===== src/rtl/tbc_pkg.sv =====
// Package for the translated block cache: widths, codes and the hash helper.
// Used by every module of the block but the RAM; depends on nothing else.
package tbc_pkg;

    localparam int SLOTS = 256;
    localparam int SLOT_W = 8;
    localparam int CNT_W = 9;
    localparam int ARENA_W = 24;
    // Stored entry: key, generation, offset, code, source, instr, target, fallthrough.
    localparam int ENTRY_W = 32 + 32 + 24 + 16 + 12 + 8 + 32 + 32;

    localparam logic [1:0] FUNC_LOOKUP = 2'd0;
    localparam logic [1:0] FUNC_PUBLISH = 2'd1;
    localparam logic [1:0] FUNC_RESET = 2'd2;

    localparam logic [2:0] ST_OK = 3'd0;
    localparam logic [2:0] ST_NOT_FOUND = 3'd1;
    localparam logic [2:0] ST_PRECOND = 3'd2;
    localparam logic [2:0] ST_LIMIT = 3'd3;
    localparam logic [2:0] ST_DUP = 3'd4;

    localparam logic [1:0] CFG_SLOTS = 2'd0;
    localparam logic [1:0] CFG_ARENA = 2'd1;
    localparam logic [1:0] CFG_GEN = 2'd2;

    localparam logic [31:0] HASH_MULT = 32'd2654435761;

    typedef struct packed {
        logic [31:0] key;
        logic [31:0] gen;
        logic [23:0] offset;
        logic [15:0] code_len;
        logic [11:0] source_len;
        logic [7:0]  instr_count;
        logic [31:0] target;
        logic [31:0] fallthrough;
    } entry_t;

    // Controller to datapath commands.
    typedef struct packed {
        logic load_item;
        logic hash_mul;
        logic probe_first;
        logic probe_next;
        logic write_entry;
        logic take_entry;
        logic table_reset;
    } dp_cmd_t;

    // Datapath to controller status.
    typedef struct packed {
        logic mod_done;
        logic slot_used;
        logic slot_match;
        logic probe_last;
    } dp_stat_t;

endpackage


===== src/rtl/tbc_ctrl.sv =====
// Controller state machine for the translated block cache.
// Depends on tbc_pkg; drives the datapath by command struct.
module tbc_ctrl (
    input  logic              clk,
    input  logic              rst_n,
    input  logic              in_fire,
    input  logic [1:0]        func,
    input  logic              pre_ok,
    input  logic              out_free,
    input  tbc_pkg::dp_stat_t stat,
    output tbc_pkg::dp_cmd_t  cmd,
    output logic              busy,
    output logic              finish,
    output logic [2:0]        fin_status,
    output logic              fin_entry,
    output logic              fin_probe
);
    import tbc_pkg::*;

    localparam logic [2:0] S_IDLE = 3'd0;
    localparam logic [2:0] S_HASH = 3'd1;
    localparam logic [2:0] S_MOD = 3'd2;
    localparam logic [2:0] S_READ = 3'd3;
    localparam logic [2:0] S_CHECK = 3'd4;
    localparam logic [2:0] S_DONE = 3'd5;

    logic [2:0] state_reg, state_next;
    logic [1:0] func_reg, func_next;
    logic [2:0] st_reg, st_next;
    logic ent_reg, ent_next, prb_reg, prb_next;

    always_ff @(posedge clk or negedge rst_n)
    begin
        if (!rst_n)
        begin
            state_reg <= S_IDLE;
            func_reg <= FUNC_LOOKUP;
            st_reg <= ST_PRECOND;
            ent_reg <= 1'b0;
            prb_reg <= 1'b0;
        end
        else
        begin
            state_reg <= state_next;
            func_reg <= func_next;
            st_reg <= st_next;
            ent_reg <= ent_next;
            prb_reg <= prb_next;
        end
    end

    always_comb
    begin
        state_next = state_reg;
        func_next = func_reg;
        st_next = st_reg;
        ent_next = ent_reg;
        prb_next = prb_reg;
        cmd = '0;
        case (state_reg)
            S_IDLE:
            begin
                if (in_fire)
                begin
                    cmd.load_item = 1'b1;
                    func_next = func;
                    ent_next = 1'b0;
                    prb_next = 1'b0;
                    st_next = ST_PRECOND;
                    if (!pre_ok)
                    begin
                        state_next = S_DONE;
                    end
                    else if (func == FUNC_RESET)
                    begin
                        cmd.table_reset = 1'b1;
                        st_next = ST_OK;
                        state_next = S_DONE;
                    end
                    else
                    begin
                        state_next = S_HASH;
                    end
                end
            end
            S_HASH:
            begin
                cmd.hash_mul = 1'b1;
                state_next = S_MOD;
            end
            S_MOD:
            begin
                if (stat.mod_done)
                begin
                    cmd.probe_first = 1'b1;
                    state_next = S_READ;
                end
            end
            S_READ:
            begin
                state_next = S_CHECK;
            end
            S_CHECK:
            begin
                if (!stat.slot_used)
                begin
                    if (func_reg == FUNC_LOOKUP)
                    begin
                        st_next = ST_NOT_FOUND;
                        prb_next = 1'b1;
                    end
                    else
                    begin
                        cmd.write_entry = 1'b1;
                        st_next = ST_OK;
                        ent_next = 1'b1;
                    end
                    state_next = S_DONE;
                end
                else if (stat.slot_match)
                begin
                    if (func_reg == FUNC_LOOKUP)
                    begin
                        cmd.take_entry = 1'b1;
                        st_next = ST_OK;
                        ent_next = 1'b1;
                        prb_next = 1'b1;
                    end
                    else
                    begin
                        st_next = ST_DUP;
                    end
                    state_next = S_DONE;
                end
                else if (stat.probe_last)
                begin
                    st_next = (func_reg == FUNC_LOOKUP) ? ST_NOT_FOUND : ST_LIMIT;
                    prb_next = (func_reg == FUNC_LOOKUP);
                    state_next = S_DONE;
                end
                else
                begin
                    cmd.probe_next = 1'b1;
                    state_next = S_READ;
                end
            end
            S_DONE:
            begin
                if (out_free)
                begin
                    state_next = S_IDLE;
                end
            end
            default:
            begin
                state_next = S_IDLE;
            end
        endcase
    end

    assign busy = (state_reg != S_IDLE);
    assign finish = (state_reg == S_DONE) && out_free;
    assign fin_status = st_reg;
    assign fin_entry = ent_reg;
    assign fin_probe = prb_reg;

    a_write_in_check: assert property (@(posedge clk) disable iff (!rst_n)
        cmd.write_entry |-> (state_reg == S_CHECK) && (func_reg == FUNC_PUBLISH))
        else $error("entry write outside a publish check");
    a_done_follows: assert property (@(posedge clk) disable iff (!rst_n)
        cmd.write_entry |=> (state_reg == S_DONE))
        else $error("write did not finish the operation");
    a_idle_accept: assert property (@(posedge clk) disable iff (!rst_n)
        in_fire |-> (state_reg == S_IDLE))
        else $error("item accepted while busy");

endmodule


===== config.mk =====
export PLATFORM = sky130hd
export DESIGN_NAME = tbc_ctrl
export DESIGN_NICKNAME = d
export VERILOG_FILES = /design/src/rtl/tbc_pkg.sv /design/src/rtl/tbc_ctrl.sv
export SDC_FILE = /design/constraint.sdc
export NUM_CORES = 1
export LEC_CHECK = 0
export BUFFER_PORTS_ARGS = -buffer_cell sky130_fd_sc_hd__buf_4
export CAP_MARGIN = 5
export CELL_PAD_IN_SITES_DETAIL_PLACEMENT = 1
export CELL_PAD_IN_SITES_GLOBAL_PLACEMENT = 2
export CORE_MARGIN = 3
export CORE_UTILIZATION = 24
export CTS_CLUSTER_DIAMETER = 40
export DETAILED_ROUTE_END_ITERATION = 16
export GPL_TIMING_DRIVEN = 1
export PLACE_DENSITY_LB_ADDON = 0.1
export SLEW_MARGIN = 20
export SYNTH_ARGS = -nofsm -noshare
export SYNTH_HDL_FRONTEND = slang
export SYNTH_SLANG_ARGS = --single-unit

===== constraint.sdc =====
create_clock -name clk -period 1.52 [get_ports clk]
set_input_delay 0.152 -clock clk [delete_from_list [all_inputs] [get_ports clk]]
set_output_delay 0.152 -clock clk [all_outputs]
set_load 0.01 [all_outputs]

==> results.md <==
- DP HPWL: approximately 1500 um
- Cell Rows: 18
- Yosys top cell by area: dfrtp_1
- Worst-path clk slew: 0.06 ns
- Root Buffer: clkbuf_4
- Leakage power: ~0.54 nW
- Global Route Usage Sum: 0.125
- Yosys warning count: 0
- Pre-antenna DRT Iters: 3
- Placer Congestion: 0.698
- Final Worst Setup Slack: -0.217 ns
- R2r endpoint: fin_status[1]$_DFFE_PN1P_
- Dominant cells by area after synthesis: dfrtp_1 (34%), nand2_1 (5.7%), nor3b_1 (4.5%)
- Crit path required time: 1.37 ns
- Max cap viols: 0
- Minimum clock period: 1.74 ns
- Rel. slew slack: 0.773
- Initial antenna violation count: 0
- Clock Power Share: 0.098
- Worst Hold Path Cells: 3
- Worst-Skew Late Latency: around 0.26 ns
- Die area: 0.00342 mm^2
- Core area: 0.00254 mm^2
- Failing checks: setup timing
- Syn nets: 83
- Avg WL per Cell: 13.4 um
- Via count: 694
- Worst Path Arrival: 1.58 ns
- CTS tree: built
- Total power: 1.97 mW
- Layout cells sized above 1: 0.565
- Initial Util: 0.260
- Net Sw Power: 771 uW
- Final Cycle Share: 1.14
- First-pass GRT wire length: 3230 um
- # DRC: 0
- Synth Cell Area: 661 um^2
- Placed cell areas: 976 um^2
- Final Non-Filler Cells: 145
- Slew @ Worst Pin: 0.340 ns
- Sequential share of power: 0.249
- Placed insts: 137
- Final setup vio count: 8
- Worst hold path startpoint: func[0]
- RR Startpoint: state_reg[1]$_DFFE_PN0P_
- Fin. max-slew vios: 0
- Dpl ws: -0.133 ns
- Max FO, Critical Path: 4
- Crit. End Element: primary output
- Status: finished, violations left
- Kind of start point of the critical path: register
- Ant. Diodes: 0
- Port Buf Inserts: 24
- TritonCTS Sinks: 10
- Detail Route Antenna Nets: 0
- Area growth from synthesis to layout: 72.5%
- Post-route cell area: 0.00114 mm^2
- Power per Cell Area: 1730 mW/mm^2
- Drt total wl: 1940 um
- Maximum vdd ir drop: 0.874 mV
- Fmax: 576 MHz
- Initial detailed-routing violation count: 14
- Endpoints failing hold: 0
- Fill cell count: 300
- Final core utilization: 0.448
- Total CTS buffers: 3
- Sum Neg Setup Slack: -1.03 ns
- RSZ-0062 raised after global routing: true
- Count of cell types in the netlist: 36
- Critical Setup Path Class: register to primary output
- Grt ovf: 0
- Combinational share of power: 0.654
- Post-synthesis average cell area: 9.18 um^2
- Switching part of the total: 0.390
- Avg Vias per Cell: roughly 4.8
- Die W: 58.5 um
- Largest net degree at the start of global routing: 12
- Cell Int Power: 1.20 mW
- H-tree depth: 1
- IO Pins: 25
- Register area share after synthesis: 0.381
- Cells after synthesis: between 70 and 80
- Hold WC Path Type: input pin to register
- Hold Slack: 0.0929 ns
- CTS max path bufs: 2
- Fin nets: 127
- Hold Path Sink: func_reg[0]$_DFFE_PN0P_
- Worst r2r path cells: 6
- Die Height: about 58 um
- Post-synth top area share: 0.341
- Setup Skew: 0.00414 ns
- R2R setup slack: 0 ns
- Number of global-route vias before repair: 728
- Yosys reg bits: 10
## layer usage
metal / track usage / up-vias / share of wire
li1: - / 343 / -
met1: 0.152 / 330 / 0.46
met2: 0.207 / 19 / 0.48
met3: 0.0219 / 2 / 0.047
met4: 0.0695 / 0 / 0.011
met5: 0 / - / 0
## worst max path at each step
stage / to / cells after the start / start
floorplan: cmd[0] / 4 / state_reg[2]$_DFFE_PN0P_
global placement: fin_status[2]$_DFFE_PN0P_ / 5 / state_reg[1]$_DFFE_PN0P_
detailed placement: fin_status[2]$_DFFE_PN0P_ / 5 / state_reg[1]$_DFFE_PN0P_
CTS: cmd[0] / 4 / state_reg[1]$_DFFE_PN0P_
global route: cmd[0] / 4 / state_reg[1]$_DFFE_PN0P_
finish: cmd[0] / 4 / state_reg[1]$_DFFE_PN0P_
## placed cells by master (no fill, tap or decap), types with 2 or more instances in the layout
cell type  instances
buf_4             35
o21bai_1           2
nor3b_1            2
nand2b_1           2
a21oi_1            2
buf_6              8
dfrtp_1            9
mux2i_1            2
nor3b_2            2
nor2b_1            4
nand2_1            9
clkbuf_4           3
nor2_1             2
inv_1              2
a21oi_2            2
## power groups by stage
| stage | clock network (mW) | logic [mW] | registers [mW] |
|---|---|---|---|
| after detailed placement | 0 | 1.10 | 0.479 |
| after floorplan | 0 | 0.571 | 0.492 |
| after global routing | 0.217 | 1.41 | 0.510 |
| final | 0.193 | 1.29 | 0.491 |
| after global placement | 0 | 1.10 | 0.472 |
| after CTS | 0.202 | 1.20 | 0.489 |
## synth_stat cells
library cell and instances:
o22ai_1 1, or3b_1 2, a311oi_1 1, or3_1 2
nor3_1 2, inv_1 2, dfrtp_1 9, o31a_1 1
buf_2 1, nor3b_2 1, and3b_1 1, nor3b_1 4
o21ai_0 1, o21bai_1 2, a31o_2 1, clkinv_8 1
or4b_1 1, a21oi_1 4, xnor2_1 1, buf_6 1
mux2i_1 2, nor2b_1 4, a221oi_2 1, o211ai_1 1
o21ai_2 1, nand2_1 10, a22o_1 1, dfstp_2 1
and3_1 1, nand2b_1 2, clkbuf_1 2, clkbuf_2 1
a211oi_1 1, a21o_1 1, nor2_1 3, nor4_1 1
## worst max-delay path: stages, from the launching register on
cell,delay (ns)
dfrtp_1,0.39
or4b_4,0.59
clkinv_8,0.08
and3_4,0.17
buf_6,0.10
## cells by family (layout without fill, tap and decap cells)
family	after synthesis	count (layout)	synth area share
compound gates	17	17	0.193
xor+xnor	1	1	0.0133
buf+inv	8	51	0.0795
flops	10	10	0.381
mux	2	2	0.0303
simple gates	34	34	0.303
## final cells by class
cell class	instances	area, um^2	share of cell area
Clock buffer	4	26.3	0.0231
Inverter	3	23.8	0.0209
Multi-Input combinational cell	54	438	0.384
Sequential cell	10	251	0.221
Tap cell	30	37.5	0.0329
Timing Repair Buffer	44	363	0.318
## what timing repair did
action | in CTS | in global routing
pin swaps | 8 | 0
resized for setup | 13 | 11
buffers inserted | 2 | 1
hold endpoints to repair | 10 | 0
setup endpoints to repair | 13 | 12
hold buffers | 1 | 0
No activity file was read; power rests on OpenSTA's default activity.
